### config.mk
export PLATFORM = sky130hd
export DESIGN_NAME = optical_bit_frame_detector_top
export DESIGN_NICKNAME = d
export VERILOG_FILES = /design/src/sv/ofd_pkg.sv /design/src/sv/ofd_slicer.sv /design/src/sv/ofd_framer.sv /design/src/sv/optical_bit_frame_detector_top.sv
export SDC_FILE = /design/constraint.sdc
export NUM_CORES = 1
export LEC_CHECK = 0
export ABC_AREA = 1
export ABC_CLOCK_PERIOD_IN_PS = 2150
export BUFFER_PORTS_ARGS = -buffer_cell sky130_fd_sc_hd__buf_2
export CORE_MARGIN = 2
export CORE_UTILIZATION = 50
export DETAILED_ROUTE_END_ITERATION = 7
export PLACE_DENSITY_LB_ADDON = 0.3
export SETUP_SLACK_MARGIN = 0.4
export SLEW_MARGIN = 20
export SYNTH_ARGS = -nofsm -noshare
export SYNTH_HDL_FRONTEND = slang
export SYNTH_SLANG_ARGS = --single-unit
### constraint.sdc
create_clock -name clk -period 2.15 [get_ports clk]
set_clock_uncertainty 0.05 [all_clocks]
set_input_delay 0.43 -clock clk [delete_from_list [all_inputs] [get_ports clk]]
set_output_delay 0.43 -clock clk [all_outputs]
set_load 0.03 [all_outputs]
### src/sv/ofd_pkg.sv
// Shared types and constants for the optical bit frame detector.
`default_nettype none

package ofd_pkg;

  localparam int SAMPLE_W      = 10;
  localparam int THRESH_W      = 11;
  localparam int FRAME_BITS_W  = 64;
  localparam int FRAME_LEN_W   = 7;
  localparam int WINDOW_W      = 8;

  localparam logic [THRESH_W-1:0]    THRESHOLD_RESET = 11'd100;
  localparam logic [WINDOW_W-1:0]    START_PATTERN   = 8'h81;
  localparam logic [WINDOW_W-1:0]    END_PATTERN     = 8'hFF;
  localparam logic [FRAME_LEN_W-1:0] WINDOW_BITS     = 7'd8;

  // One decided bit moving from the slicer to the framer.
  typedef struct packed {
    logic valid;
    logic value;
  } ofd_bit_t;

  // One result word before packing onto the output stream.
  typedef struct packed {
    logic [FRAME_LEN_W-1:0]  frame_length;
    logic [FRAME_BITS_W-1:0] frame_bits;
    logic                    overflow;
    logic                    frame_done;
    logic                    start_seen;
    logic                    bit_value;
  } ofd_result_t;

endpackage

`default_nettype wire

### src/sv/ofd_slicer.sv
// Input register stage: threshold register and bit decision per sample.
`default_nettype none

module ofd_slicer
  import ofd_pkg::*;
(
  input  wire logic                clk,
  input  wire logic                rst_n,
  input  wire logic                cfg_wr_en,
  input  wire logic [THRESH_W-1:0] cfg_wr_data,
  input  wire logic                in_valid,
  output logic                     in_ready,
  input  wire logic [SAMPLE_W-1:0] sample,
  input  wire logic                bit_ready,
  output ofd_bit_t                 bit_out
);

  logic [THRESH_W-1:0] threshold_r;
  logic                valid_r, valid_nxt;
  logic                value_r, value_nxt;

  assign in_ready = !valid_r || bit_ready;

  always_comb begin
    valid_nxt = valid_r;
    value_nxt = value_r;
    if (in_ready) begin
      valid_nxt = in_valid;
      // a sample strictly above the threshold reads as one
      value_nxt = ({1'b0, sample} > threshold_r);
    end
  end

  always_ff @(posedge clk) begin
    if (!rst_n) begin
      threshold_r <= THRESHOLD_RESET;
      valid_r     <= 1'b0;
    end else begin
      if (cfg_wr_en) begin
        threshold_r <= cfg_wr_data;
      end
      valid_r <= valid_nxt;
    end
  end

  always_ff @(posedge clk) begin
    value_r <= value_nxt;
  end

  assign bit_out.valid = valid_r;
  assign bit_out.value = value_r;

endmodule

`default_nettype wire

### src/sv/ofd_framer.sv
// Hunt/collect state machine for the frame buffer and the result register.
`default_nettype none

module ofd_framer
  import ofd_pkg::*;
#(
  parameter int MAX_FRAME_BITS = 64
) (
  input  wire logic clk,
  input  wire logic rst_n,
  input  ofd_bit_t  bit_in,
  output logic      bit_ready,
  output logic      res_valid,
  input  wire logic res_ready,
  output ofd_result_t res
);

  logic [MAX_FRAME_BITS-1:0] bit_buffer_r, bit_buffer_nxt;
  logic [FRAME_LEN_W-1:0]    bit_count_r, bit_count_nxt;
  logic                      in_frame_r, in_frame_nxt;
  logic                      res_valid_r, res_valid_nxt;
  ofd_result_t               res_r, res_nxt;
  logic                      accept;
  logic [MAX_FRAME_BITS-1:0] shifted;
  logic [WINDOW_W-1:0]       window;

  assign bit_ready = !res_valid_r || res_ready;
  assign accept    = bit_in.valid && bit_ready;
  assign shifted   = {bit_buffer_r[MAX_FRAME_BITS-2:0], bit_in.value};
  assign window    = shifted[WINDOW_W-1:0];

  always_comb begin
    bit_buffer_nxt = bit_buffer_r;
    bit_count_nxt  = bit_count_r;
    in_frame_nxt   = in_frame_r;
    res_valid_nxt  = res_valid_r;
    res_nxt        = res_r;
    if (bit_ready) begin
      res_valid_nxt = bit_in.valid;
    end
    if (accept) begin
      res_nxt            = '0;
      res_nxt.bit_value  = bit_in.value;
      if (!in_frame_r) begin
        // hunting: keep only the newest eight bits
        bit_buffer_nxt = MAX_FRAME_BITS'(window);
        if (window == START_PATTERN) begin
          in_frame_nxt       = 1'b1;
          res_nxt.start_seen = 1'b1;
        end
      end else if (bit_count_r >= FRAME_LEN_W'(MAX_FRAME_BITS)) begin
        // drop the frame and this bit
        res_nxt.overflow = 1'b1;
        bit_buffer_nxt   = '0;
        bit_count_nxt    = WINDOW_BITS;
        in_frame_nxt     = 1'b0;
      end else begin
        bit_buffer_nxt = shifted;
        bit_count_nxt  = bit_count_r + 1'b1;
        if (window == END_PATTERN) begin
          res_nxt.frame_done   = 1'b1;
          res_nxt.frame_bits   = FRAME_BITS_W'(shifted);
          res_nxt.frame_length = bit_count_r + 1'b1;
          bit_buffer_nxt       = '0;
          bit_count_nxt        = WINDOW_BITS;
          in_frame_nxt         = 1'b0;
        end
      end
    end
  end

  always_ff @(posedge clk) begin
    if (!rst_n) begin
      bit_buffer_r <= '0;
      bit_count_r  <= WINDOW_BITS;
      in_frame_r   <= 1'b0;
      res_valid_r  <= 1'b0;
    end else begin
      bit_buffer_r <= bit_buffer_nxt;
      bit_count_r  <= bit_count_nxt;
      in_frame_r   <= in_frame_nxt;
      res_valid_r  <= res_valid_nxt;
    end
  end

  always_ff @(posedge clk) begin
    res_r <= res_nxt;
  end

  assign res_valid = res_valid_r;
  assign res       = res_r;

  a_done_not_overflow: assert property (@(posedge clk) disable iff (!rst_n)
    res_valid_r |-> !(res_r.frame_done && res_r.overflow))
    else $error("frame_done and overflow on one word");

  a_count_bounded: assert property (@(posedge clk) disable iff (!rst_n)
    bit_count_r <= FRAME_LEN_W'(MAX_FRAME_BITS))
    else $error("bit count past frame limit");

  a_done_back_to_hunt: assert property (@(posedge clk) disable iff (!rst_n)
    (accept && res_nxt.frame_done) |=> (!in_frame_r && bit_count_r == WINDOW_BITS))
    else $error("framer did not return to hunting after frame end");

  a_hunt_window_only: assert property (@(posedge clk) disable iff (!rst_n)
    !in_frame_r |-> (bit_buffer_r[MAX_FRAME_BITS-1:WINDOW_W] == '0))
    else $error("stale bits above the hunt window");

  // the last start bit can open the end pattern, so the shortest frame is 15 bits
  a_min_frame: assert property (@(posedge clk) disable iff (!rst_n)
    (res_valid_r && res_r.frame_done) |-> (res_r.frame_length >= 2 * WINDOW_BITS - 1))
    else $error("frame shorter than start plus end pattern");

endmodule

`default_nettype wire

### src/sv/optical_bit_frame_detector_top.sv
// Optical bit frame detector: slices light samples into bits and frames them.
//
// Input stream: one light-sensor word per handshake, in_tdata[9:0] holds the
// sample. Each sample above the threshold register reads as a one.
// Output stream: exactly one result word per input word, in order. tlast
// marks the word on which a frame ends (the eight-ones end pattern); tdata
// then carries the whole frame, newest bit in bit zero, and its length.
// tuser flags the start pattern and a frame dropped for exceeding
// MAX_FRAME_BITS.
// Configuration: cfg_wr_en writes cfg_wr_data into the threshold register
// in the same cycle; write it only while no word is in flight.
// Pipeline: input words pass the slicer register, then the framer result
// register, on the way to the output. Throughput: one word per cycle while
// out_tready is high; the framer does a single shift and compare per cycle.
// Reset: threshold returns to 100, the framer goes back to hunting with an
// empty window, and both pipeline stages are emptied.
// Stalls: when out_tready is low, the result word holds, the slicer stage
// still takes one more word, and in_tready then drops until space frees up.
`default_nettype none

module optical_bit_frame_detector_top
  import ofd_pkg::*;
#(
  parameter int MAX_FRAME_BITS = 64
) (
  input  wire logic        clk,
  input  wire logic        rst_n,
  input  wire logic        cfg_wr_en,
  input  wire logic [10:0] cfg_wr_data,   // threshold
  input  wire logic        in_tvalid,
  output logic             in_tready,
  input  wire logic [15:0] in_tdata,      // [9:0] light_sample, rest zero
  output logic             out_tvalid,
  input  wire logic        out_tready,
  output logic [71:0]      out_tdata,     // [0] bit_value, [64:1] frame_bits,
                                          // [71:65] frame_length
  output logic             out_tlast,     // frame_done
  output logic [1:0]       out_tuser      // [0] start_seen, [1] overflow
);

  ofd_bit_t    slice_bit;
  logic        framer_ready;
  ofd_result_t res;

  ofd_slicer u_slicer (
    .clk         (clk),
    .rst_n       (rst_n),
    .cfg_wr_en   (cfg_wr_en),
    .cfg_wr_data (cfg_wr_data),
    .in_valid    (in_tvalid),
    .in_ready    (in_tready),
    .sample      (in_tdata[SAMPLE_W-1:0]),
    .bit_ready   (framer_ready),
    .bit_out     (slice_bit)
  );

  ofd_framer #(
    .MAX_FRAME_BITS (MAX_FRAME_BITS)
  ) u_framer (
    .clk       (clk),
    .rst_n     (rst_n),
    .bit_in    (slice_bit),
    .bit_ready (framer_ready),
    .res_valid (out_tvalid),
    .res_ready (out_tready),
    .res       (res)
  );

  assign out_tdata = {res.frame_length, res.frame_bits, res.bit_value};
  assign out_tlast = res.frame_done;
  assign out_tuser = {res.overflow, res.start_seen};

endmodule

`default_nettype wire

* Word level (Yosys, flattened, before mapping)
Index checks and enable logic that the tools add are counted.
** Storage, ports and cells
- Register bits :: 160
- Bits of input ports :: 32
- Output and inout bits :: 77
- Logic and storage cells :: 39
** Cells by class
- $add $sub $neg :: 1
- $lt $le $gt $ge :: 2
- Equality and inequality tests :: 2
- Muxes and demuxes :: 11
- Bitwise operators :: 2
- Reductions and logical operators :: 8
** Operator list (count)
- 63-bit two-way mux :: 3
- 8-bit == test (second input constant) :: 2
- 7-bit two-way mux :: 2
- 10-bit by 11-bit > comparator with 1-bit output :: 1
- 7-bit by 1-bit adder with 7-bit output (second input constant) :: 1
- 7-bit greater-or-equal comparator (second input constant) :: 1
- 1-bit two-way mux :: 6
- 3-bit OR reduction :: 1
- 1-bit logical NOT :: 2
- 1-bit logical OR :: 2
- 1-bit NOT :: 2
- 2-bit AND reduction :: 1
- 2-bit OR reduction :: 1
- 1-bit logical AND :: 1

* Depth between registers and ports, before layout
Gate-level depths: netlist of the first run.
- Word-level depth :: 4
- Mapped depth :: 10
- Gate-level depth less buffers :: 10

* Hierarchy
A second synthesis of the first run with hierarchy kept.
** Second synthesis, totals
- Cells, all modules :: 672
- Area total of the unflattened synthesis :: 6307.3 um2
** By module, submodules not included
- ofd_framer :: times used 1, cells an instance 572, area an instance 5545.3 um2, sequential area each 3693.5 um2
- ofd_slicer :: times used 1, cells an instance 100, area an instance 762.0 um2, sequential area each 270.3 um2

* Worst setup path before layout of the first run
Ideal clock, no wire load.
- Kind :: input to register
- From :: input out_tready
- To :: register u_framer.res_r (netlist bit u_framer.res[0]), enable pin
- Setup time :: 0.402 ns
- Arrival :: 1.691 ns
- Data required time :: 1.698 ns
- Slack :: 0.006 ns
- Stages on the path :: 5
- Path buffers :: 1
- Cell sequence :: inv_1 > nand2_1 > nand2_1 > inv_2 > buf_2
** Between the ends
- Cells in the longest elaborated chain, start to end :: 2
** Ends and longest elaborated chain
- start, declared :: RTL line optical_bit_frame_detector_top.sv:34 : input wire logic out_tready,
- 1-bit logical OR :: RTL line ofd_framer.sv:27 : assign bit_ready = !res_valid_r || res_ready;
- 1-bit logical AND :: RTL line ofd_framer.sv:28 : assign accept = bit_in.valid && bit_ready;
- named net u_framer.accept :: RTL line ofd_framer.sv:23 : logic accept;
- end signal, assigned :: RTL line ofd_framer.sv:87 : res_r <= res_nxt;
- end, declared :: RTL line ofd_framer.sv:22 : ofd_result_t res_r, res_nxt;
The timed path passes the listed nets, and every way through them passes these cells.
A chain may end at the register's enable or synchronous reset.

* Worst setup path after layout of the first run
- From :: register u_framer.res_valid_r (netlist: u_framer.res_valid)
- To :: output in_tready
** Between the ends
- Cells in the longest elaborated chain, start to end :: 3
** Ends and longest elaborated chain
- start, declared :: RTL line ofd_framer.sv:21 : logic res_valid_r, res_valid_nxt;
- start signal, assigned :: RTL line ofd_framer.sv:82 : res_valid_r <= res_valid_nxt;
- 1-bit logical NOT :: RTL line ofd_framer.sv:27
- 1-bit logical OR :: RTL line ofd_framer.sv:27
- 1-bit logical OR :: RTL line ofd_slicer.sv:22 : assign in_ready = !valid_r || bit_ready;
- end, declared :: RTL line optical_bit_frame_detector_top.sv:31 : output logic in_tready,
Every way passes these cells.

==> impl_metrics.env, run 1 <==
export IMPL_worst_hold_path_num_cells=3
export IMPL_synthesized_net_count=725
export IMPL_fin_cells=958
export IMPL_drt_pre_antenna_iters=5
export IMPL_area_sequential_sq_um=3960
export IMPL_final_hold_worst_slack_ps=189
export IMPL_fmaxAchievable_mhz=609
export IMPL_cts_htree_levels=4
export IMPL_timing_max_cap_violations=0
export IMPL_diodes=0
export IMPL_synth_ff_latch_count=160
export IMPL_cts_buffers=17
export IMPL_reg2reg_to="u_framer.bit_buffer_r[22]$_SDFFE_PN0P_"
export IMPL_criticalPathCategory="reg2out"
export IMPL_routed_wl_met2_um=6050
export IMPL_hold_violations=0
export IMPL_routed_wirelength_um=12200
export IMPL_drcViolationCount=0
export IMPL_crit_path_cell_trace="nand3_1 -> buf_2"
export IMPL_ioPinCount=109
export IMPL_post_synthesis_cells=681
export IMPL_pwr_share_seq_pct=49.5
export IMPL_slowest_delay_ps=350
export IMPL_layout_area_overhead_vs_synth_pct=19.2
export IMPL_grt_pass1_wl_um=21000
export IMPL_overflow_after_grt=0
export IMPL_wl_met3_um=772
export IMPL_gr_usage_all_layers_pct=18.7
export IMPL_fp_coreArea_sq_um=12600
export IMPL_clk_insertion_delay_late_ps=420
export IMPL_placement_rows=41
export IMPL_num_vias=4870
export IMPL_cts_root_to_sink_buffers=2
export IMPL_grt_antenna_before_repair=0
export IMPL_post_route_period_util_pct=76.4
export IMPL_setup_viol=0
export IMPL_net_switching_power_w=0.00147
export IMPL_finalWorstPathRequiredPeriod_ps=1640
export IMPL_power_report_internal_total_w=0.00523
export IMPL_netSwitchingFraction_pct=21.9
export IMPL_initial_core_util_pct=51.1
export IMPL_share_of_cells_above_drive_strength_1_pct=19.1
export IMPL_max_slew_worst_pin_slew_ps=565
export IMPL_synth_cell_area_sq_um=6430
export IMPL_dpl_hpwl_um=7670
export IMPL_synthesis_area_per_instance_sq_um=9.44
export IMPL_mostFrequentLayoutCells="buf_2, nand2_1, inv_1"
export IMPL_fp_dieH_um=117
export IMPL_remaining_number_of_nets_flagged_by_the_antenna_check_after_routing=0
export IMPL_dieArea_sq_um=13800
export IMPL_p_leak_nw=2.80
export IMPL_finalMaxSlewViolations=0
export IMPL_die_w_um=117
export IMPL_power_total_w=0.00670
export IMPL_crit_arrival_ps=1160
export IMPL_port_buffers=102
export IMPL_detailedRoute_firstIterationViolations=428
export IMPL_routed_via_density=5.08
export IMPL_synth_seq_area_share_pct=61.7
export IMPL_clock_tree_from_tritoncts="done"
export IMPL_cts_hold_repair_buffers=0
export IMPL_worstRegToRegCells=6
export IMPL_worst_rel_slew_slack_pct=62.3
export IMPL_cts_sink_count=160
export IMPL_gp_congestion=0.833
export IMPL_worst_setup_hold_path_clk_slew_ps=60
export IMPL_fillers=1050
export IMPL_powerDensity_nw_per_um2=874
export IMPL_ff2ff_setup_slack_ps=610
export IMPL_yosysWarningCount=0
export IMPL_most_common_library_cell_in_the_layout_ignoring_fill_and_taps="buf_2"
export IMPL_power_share_combinational_pct=6.8
export IMPL_grt_setup_unrepaired="no"
export IMPL_clk_root_buffer_cell="clkbuf_16"
export IMPL_endpoint_kind="output port"
export IMPL_worst_hold_path_endpoint="u_slicer.threshold_r[2]$_SDFFE_PN1P_"
export IMPL_worst_hold_start="cfg_wr_data[2]"
export IMPL_synth_cell_types=25
export IMPL_dp_cells=923
export IMPL_grt_start_max_net_pins=64
export IMPL_multi_input_area_sq_um=1860
export IMPL_m1WireLength_um=5210
export IMPL_wl_per_cell_um=12.8
export IMPL_power_frac_clock_pct=43.7
export IMPL_critPathLaunchType="flop"
export IMPL_worst_r2r_startpoint="u_slicer.value_r$_DFFE_PP_"
export IMPL_cp_data_required_time_ps=1670
export IMPL_timing_setup_tns_ps=0
export IMPL_first_global_vias=4710
export IMPL_num_nets_final=817
export IMPL_outcome="complete, no violations"
export IMPL_cp_slowest_cell="dfxtp_1"
export IMPL_worstHoldPathType="in2reg"
export IMPL_vdd_drop_max_mv=0.481
export IMPL_route_top_layer_used="met4"
export IMPL_critical_path_max_fanout=3
## worst max-delay path: cells and delay by family (launching register included)
family	cells	cell delay, ps
buffers and inverters	1	220
DFF	1	350
and+or+nand+nor	1	170
## sequential cells by signal (all words and copies together) (netlist names)
name / flops
u_framer.res_valid: 1
u_framer.in_frame_r: 1
u_framer.res: 75
u_slicer.valid_r: 1
u_framer.bit_count_r: 7
u_slicer.threshold_r: 11
u_framer.bit_buffer_r: 63
u_slicer.value_r: 1
## cell usage after synthesis (all sizes together)
cell	count	area [sq um]
o21bai	2	15.0
nand4	59	369
nand2	103	387
o21ai	21	105
nor4	1	6.26
clkbuf	9	35.0
nand3	10	60.1
dfxtp	84	1680
nor3	2	10.0
inv	99	372
buf	34	201
a21oi	84	420
nor2	84	325
edfxtp	76	2280
ha	12	150
xor2	1	8.76
## routing by layer
metal  global-route usage [%]  up-vias
met5                        0        -
met4                     7.98        0
met3                     6.37       18
met2                     31.0      144
met1                     22.2     2266
li1                         -     2442
## worst max path at each step
stage / start / endpoint / slack (ps) / cells past startpoint
floorplan: out_tready / u_framer.res[0]$_DFFE_PP_ / 420 / 5
global placement: out_tready / u_framer.bit_count_r[5]$_SDFFE_PN0P_ / 480 / 10
detailed placement: out_tready / u_framer.bit_count_r[5]$_SDFFE_PN0P_ / 420 / 10
CTS: u_framer.in_frame_r$_SDFFE_PN0P_ / u_framer.res[70]$_SDFFCE_PP0P_ / 470 / 5
global route: u_framer.bit_buffer_r[2]$_SDFFE_PN0P_ / u_framer.bit_buffer_r[0]$_SDFFE_PN0P_ / 410 / 7
finish: u_framer.res_valid$_SDFFE_PN0N_ / in_tready / 510 / 2
## power groups by stage
| stage | Combinational [W] | Clock, W | Sequential, W |
|---|---|---|---|
| 4_1_cts | 0.000460 | 0.00299 | 0.00332 |
| 3_5_place_dp | 0.000459 | 0 | 0.00338 |
| 3_3_place_gp | 0.000449 | 0 | 0.00338 |
| 5_1_grt | 0.000498 | 0.00313 | 0.00332 |
| 2_1_floorplan | 0.000179 | 0 | 0.00352 |
| 6_report | 0.000457 | 0.00293 | 0.00331 |
## layout make-up
| type | instances | share of cell area [%] |
|---|---|---|
| sequential | 160 | 51.7 |
| timing repair buffer | 116 | 8.73 |
| multi-input combinational | 379 | 24.3 |
| tap | 172 | 2.81 |
| inverter | 99 | 4.88 |
| clock buffer | 26 | 6.51 |
| clock inverter | 6 | 1.04 |
## metrics by stage
step,instance area [sq um],util (%),worst slack (ps)
after floorplan,6430,-,416
after global placement,7060,56.2,482
after detailed placement,7060,56.2,422
after CTS,7640,60.8,474
after global routing,7660,61.0,409
final,7660,61.0,507
## cell families after synthesis
family,after synthesis,share of synthesized area (%)
AOI/OAI and AO/OA,107,8.41
xor gates and xnor gates,1,0.136
adders and majority gates,12,2.34
buffers and inverters,142,9.46
DFF,160,61.7
and+or+nand+nor,259,18.0
## timing repair
action,4_1_cts,5_1_grt
setup endpoints to repair,0,2
resized for setup,0,1
endpoints found under the hold margin,0,0
setup buffers,0,3
Power figures use the tool's default switching activity.
==> run 2: changes to the inputs <==
- ABC_AREA: 1 -> 0
- ABC_CLOCK_PERIOD_IN_PS: 2150 -> 1700
- CORE_UTILIZATION: 50 -> 55
- clock period: 2.15 -> 1.7 ns (I/O delays scaled with it)
==> impl_metrics.env, run 2 <==
export IMPL_gr_usage_all_layers_pct=26.8
export IMPL_synth_cell_types=43
export IMPL_drcViolationCount=0
export IMPL_setup_viol=24
export IMPL_yosysWarningCount=0
export IMPL_postLayoutCoreUtil_pct=87.0
export IMPL_gp_congestion=0.747
export IMPL_post_route_period_util_pct=106
export IMPL_port_buffers=102
export IMPL_worst_setup_hold_path_clk_slew_ps=60
export IMPL_ioPinCount=109
export IMPL_endpoint_kind="flop"
export IMPL_routed_via_density=6.24
export IMPL_cts_buffers=17
export IMPL_fin_cells=830
export IMPL_diodes=0
export IMPL_cp_data_required_time_ps=2090
export IMPL_criticalPathCategory="reg2reg"
export IMPL_finalMaxSlewViolations=0
export IMPL_synth_edf_count=76
export IMPL_crit_arrival_ps=2190
export IMPL_most_common_library_cell_in_the_layout_ignoring_fill_and_taps="buf_6"
export IMPL_max_slew_worst_pin_slew_ps=577
export IMPL_worst_rel_slew_slack_pct=61.5
export IMPL_yosys_top_cells_count="dfxtp_1, edfxtp_1, nor2_1"
export IMPL_routed_wirelength_um=19600
export IMPL_clk_root_buffer_cell="clkbuf_8"
export IMPL_num_vias=5176
export IMPL_synth_seq_area_share_pct=64.6
export IMPL_cts_root_to_sink_buffers=2
export IMPL_clk_insertion_delay_late_ps=540
export IMPL_finalWorstPathRequiredPeriod_ps=1800
export IMPL_outcome="finished, violations left"
export IMPL_clock_tree_from_tritoncts="done"
export IMPL_synthesized_net_count=555
export IMPL_detailedRoute_firstIterationViolations=570
export IMPL_post_synthesis_cells=511
export IMPL_drt_pre_antenna_iters=5
export IMPL_grt_antenna_before_repair=0
export IMPL_grt_pass1_wl_um=24200
export IMPL_fp_coreArea_sq_um=10800
export IMPL_fin_ws_ps=-100
export IMPL_synthesis_area_per_instance_sq_um=12.0
export IMPL_fp_dieH_um=110
export IMPL_grt_setup_unrepaired="yes"
export IMPL_num_nets_final=721
export IMPL_dominantRegCellSynth="dfxtp_1"
export IMPL_largest_reg_flops=75
export IMPL_timing_max_cap_violations=0
export IMPL_dpl_hpwl_um=7800
export IMPL_power_total_w=0.00910
export IMPL_initial_core_util_pct=56.6
export IMPL_synth_top_cell_by_area="edfxtp_1"
export IMPL_synth_cell_area_sq_um=6130
export IMPL_overflow_after_grt=0
export IMPL_failed_checks="negative setup slack"
export IMPL_p_leak_nw=3.70
export IMPL_wl_per_cell_um=23.6
export IMPL_timing_setup_tns_ps=-867
export IMPL_synthMostInstantiatedCell="dfxtp_1"
export IMPL_grt_start_max_net_pins=53
export IMPL_critical_path_max_fanout=8
export IMPL_first_global_vias=4850
export IMPL_final_hold_worst_slack_ps=14.6
export IMPL_remaining_number_of_nets_flagged_by_the_antenna_check_after_routing=0
export IMPL_hold_violations=0
export IMPL_layout_area_overhead_vs_synth_pct=53.8
export IMPL_critPathLaunchType="flop"
export IMPL_powerDensity_nw_per_um2=965
export IMPL_fraction_of_synthesized_cell_area_taken_by_the_top_area_cell_type_pct=37.2
export IMPL_cts_htree_levels=4
export IMPL_mostFrequentLayoutCells="buf_6, edfxtp_1, dfxtp_1"
export IMPL_fmaxAchievable_mhz=555
export IMPL_cts_sink_count=160
export IMPL_worstHoldPathType="in2reg"
export IMPL_async_flop_share_pct=0
export IMPL_placement_rows=38
export IMPL_die_w_um=110
export IMPL_dp_cells=734
export IMPL_vdd_drop_max_mv=0.840
export IMPL_synth_ff_latch_count=160
export IMPL_share_of_cells_above_drive_strength_1_pct=43.8
export IMPL_netlist_top_cells_area="edfxtp_1, dfxtp_1, a32oi_1, and2_1, nor2_1"
export IMPL_dieArea_sq_um=12000
run 2: power breakdown:
group	internal, W	switching (W)
Sequential	0.00415	0.0000797
Clock	0.00239	0.00161
Combinational	0.000398	0.000477
run 2: stage by stage:
step	setup WS, ps	instance area, sq um
final	-100	9430
after global placement	113	7000
after floorplan	-627	6450
after CTS	76.2	8690
after global routing	-124	9430
after detailed placement	54.5	7000
run 2: cell type report:
| cell class | count | area [sq um] |
|---|---|---|
| Timing Repair Buffer | 185 | 2230 |
| Sequential cell | 160 | 3990 |
| Clock inverter | 14 | 191 |
| Fill cell | 426 | 1410 |
| Tap cell | 140 | 175 |
| Clock buffer | 18 | 418 |
| Multi-Input combinational cell | 290 | 2320 |
| Inverter | 23 | 110 |
run 2: cells by family after synthesis:
family | Yosys count | share of synthesized area (%)
AOI/OAI and AO/OA | 93 | 12.5
buffers and inverters | 61 | 4.20
muxes | 8 | 1.31
xor gates and xnor gates | 4 | 0.571
and+or+nand+nor | 173 | 14.4
DFF | 160 | 64.6
adders and majority gates | 12 | 2.45
run 2: repair_timing:
action,CTS,global route
setup endpoints to repair,293,297
gates cloned,7,14
hold buffers,9,0
setup buffers,20,14
pin swaps,25,28
hold endpoints to repair,9,0
resized for setup,192,91
run 2: final timing paths:
path | from | endpoint | slack (ps) | cells past startpoint
min | cfg_wr_data[3] | u_slicer.threshold_r[3]$_SDFFE_PN0P_ | 10 | 3
max reg2reg | u_slicer.value_r$_DFFE_PP_ | u_framer.bit_buffer_r[59]$_SDFFE_PN0P_ | -100 | 7
max | u_slicer.value_r$_DFFE_PP_ | u_framer.bit_buffer_r[59]$_SDFFE_PN0P_ | -100 | 7
min reg2reg | u_slicer.threshold_r[2]$_SDFFE_PN1P_ | u_slicer.threshold_r[2]$_SDFFE_PN1P_ | 440 | 2
run 2: metal layers:
layer | wire length (um) | vias up | global-route usage [%]
met3 | 1600 | 116 | 7.29
met2 | 9950 | 398 | 46.5
met4 | 1170 | 0 | 11.4
met5 | 0 | - | 0
li1 | - | 2190 | -
met1 | 6880 | 2472 | 31.2
run 2: worst max-delay path: stages, from the launching register on:
cell,delay [ps]
edfxtp_1,430
and4_4,200
buf_6,130
a21oi_4,250
buf_4,170
buf_8,130
a32oi_2,120
nor2_1,220
==> run 3: changes to the inputs <==
- CELL_PAD_IN_SITES_DETAIL_PLACEMENT: not set -> 0
- CELL_PAD_IN_SITES_GLOBAL_PLACEMENT: not set -> 1
- CORE_UTILIZATION: 55 -> 44
- SKIP_LAST_GASP: not set -> 1
==> impl_metrics.env, run 3 (synthesis results as in run 2) <==
export IMPL_num_vias=4520
export IMPL_worstHoldPathType="in2reg"
export IMPL_fp_dieH_um=122
export IMPL_most_common_library_cell_in_the_layout_ignoring_fill_and_taps="buf_6"
export IMPL_drt_pre_antenna_iters=7
export IMPL_fmaxAchievable_mhz=639
export IMPL_first_global_vias=4105
export IMPL_finalMaxSlewViolations=0
export IMPL_critPathLaunchType="flop"
export IMPL_grt_antenna_before_repair=0
export IMPL_mostFrequentLayoutCells="buf_6, edfxtp_1, nor2_1, dfxtp_1, and2_1"
export IMPL_port_buffers=102
export IMPL_worst_rel_slew_slack_pct=60.4
export IMPL_remaining_number_of_nets_flagged_by_the_antenna_check_after_routing=0
export IMPL_gp_congestion=0.733
export IMPL_die_w_um=122
export IMPL_endpoint_kind="flop"
export IMPL_hold_violations=0
export IMPL_initial_core_util_pct=44.5
export IMPL_cts_sink_count=160
export IMPL_routed_wirelength_um=13900
export IMPL_timing_max_cap_violations=0
export IMPL_dpl_hpwl_um=7400
export IMPL_outcome="complete, no violations"
export IMPL_fp_coreArea_sq_um=13800
export IMPL_fin_ws_ps=135
export IMPL_clk_root_buffer_cell="clkbuf_16"
export IMPL_cts_hold_repair_buffers=0
export IMPL_postLayoutCoreUtil_pct=65.0
export IMPL_setup_viol=0
export IMPL_dp_worst_setup_slack_ps=55.8
export IMPL_crit_arrival_ps=1860
export IMPL_final_hold_worst_slack_ps=77.7
export IMPL_cts_htree_levels=4
export IMPL_post_route_period_util_pct=92.1
export IMPL_wl_per_cell_um=16.4
export IMPL_overflow_after_grt=0
export IMPL_routed_via_density=5.32
export IMPL_criticalPathCategory="reg2reg"
export IMPL_worst_setup_hold_path_clk_slew_ps=60
export IMPL_drcViolationCount=0
export IMPL_grt_pass1_wl_um=19500
export IMPL_clk_insertion_delay_late_ps=430
export IMPL_gr_usage_all_layers_pct=17.1
export IMPL_p_leak_nw=3.49
export IMPL_cp_data_required_time_ps=2000
export IMPL_placement_rows=43
export IMPL_ioPinCount=109
export IMPL_grt_setup_unrepaired="yes"
export IMPL_grt_start_max_net_pins=46
export IMPL_diodes=0
export IMPL_largest_reg_flops=75
export IMPL_cts_buffers=17
export IMPL_max_slew_worst_pin_slew_ps=594
export IMPL_critical_path_max_fanout=7
export IMPL_vdd_drop_max_mv=0.545
export IMPL_share_of_cells_above_drive_strength_1_pct=39.4
export IMPL_finalWorstPathRequiredPeriod_ps=1570
export IMPL_detailedRoute_firstIterationViolations=339
export IMPL_num_nets_final=701
export IMPL_dieArea_sq_um=14900
export IMPL_powerDensity_nw_per_um2=995
export IMPL_layout_area_overhead_vs_synth_pct=46.1
export IMPL_cts_root_to_sink_buffers=2
export IMPL_clock_tree_from_tritoncts="done"
## run 3: cell types whose count changed in the layout (fill, tap and decap cells not counted), sizes merged
| cell | delta |
|---|---|
| clkinv | -3 |
| clkinvlp | -1 |
| bufinv | -1 |
| bufbuf | -2 |
| dlygate4sd3 | -9 |
| inv | +3 |
| buf | -7 |
## run 3: critical path, stage by stage, from the launching register on
cell	delay, ps
edfxtp_1	410
and4_4	190
a21oi_4	270
buf_6	170
buf_12	120
a32oi_1	100
nor2_1	170
## run 3: through the flow
stage / power (W) / TNS, ps / cells / instance area (sq um)
2_1_floorplan: 0.00467 / -40100 / 511 / 6450
3_3_place_gp: 0.00485 / 0 / 775 / 7060
3_5_place_dp: 0.00486 / 0 / 775 / 7060
4_1_cts: 0.00881 / 0 / 824 / 8170
5_1_grt: 0.00922 / 0 / 850 / 8960
6_report: 0.00891 / 0 / 850 / 8960
## run 3: per-layer routing
layer  track usage (%)  vias to the layer above  routed length (um)
li1                  -                     2163                   -
met1              21.1                     2185                5880
met2              27.5                      159                7060
met3              5.62                       13                 834
met4              7.11                        0                 146
met5                 0                        -                   0
## run 3: worst paths after layout
check,from,endpoint,slack [ps],depth (start not counted)
max reg2reg,u_slicer.value_r$_DFFE_PP_,u_framer.bit_buffer_r[49]$_SDFFE_PN0P_,130,6
min,in_tvalid,u_slicer.valid_r$_SDFFE_PN0P_,80,3
max,u_slicer.value_r$_DFFE_PP_,u_framer.bit_buffer_r[49]$_SDFFE_PN0P_,130,6
min reg2reg,u_framer.bit_count_r[1]$_SDFFE_PN0P_,u_framer.bit_count_r[1]$_SDFFE_PN0P_,430,2
## run 3: cell type report
| class | count | area, sq um |
|---|---|---|
| inverter | 23 | 92.6 |
| timing repair buffer | 165 | 1900 |
| fill | 1050 | 4810 |
| clock buffer | 20 | 457 |
| multi-input combinational | 290 | 2140 |
| clock inverter | 12 | 155 |
| tap | 180 | 225 |
| sequential | 160 | 3990 |
## run 3: what timing repair did
item	CTS	global route
buffers inserted	13	13
setup endpoints to repair	297	297
cloned	4	13
gates resized for setup	90	179
pin swaps	16	34
## run 3: power breakdown
group | internal, W | switching, W | total, W
registers | 0.00415 | 0.0000692 | 0.00422
logic | 0.000354 | 0.000431 | 0.000785
clock network | 0.00240 | 0.00151 | 0.00391
total | 0.00690 | 0.00201 | 0.00891
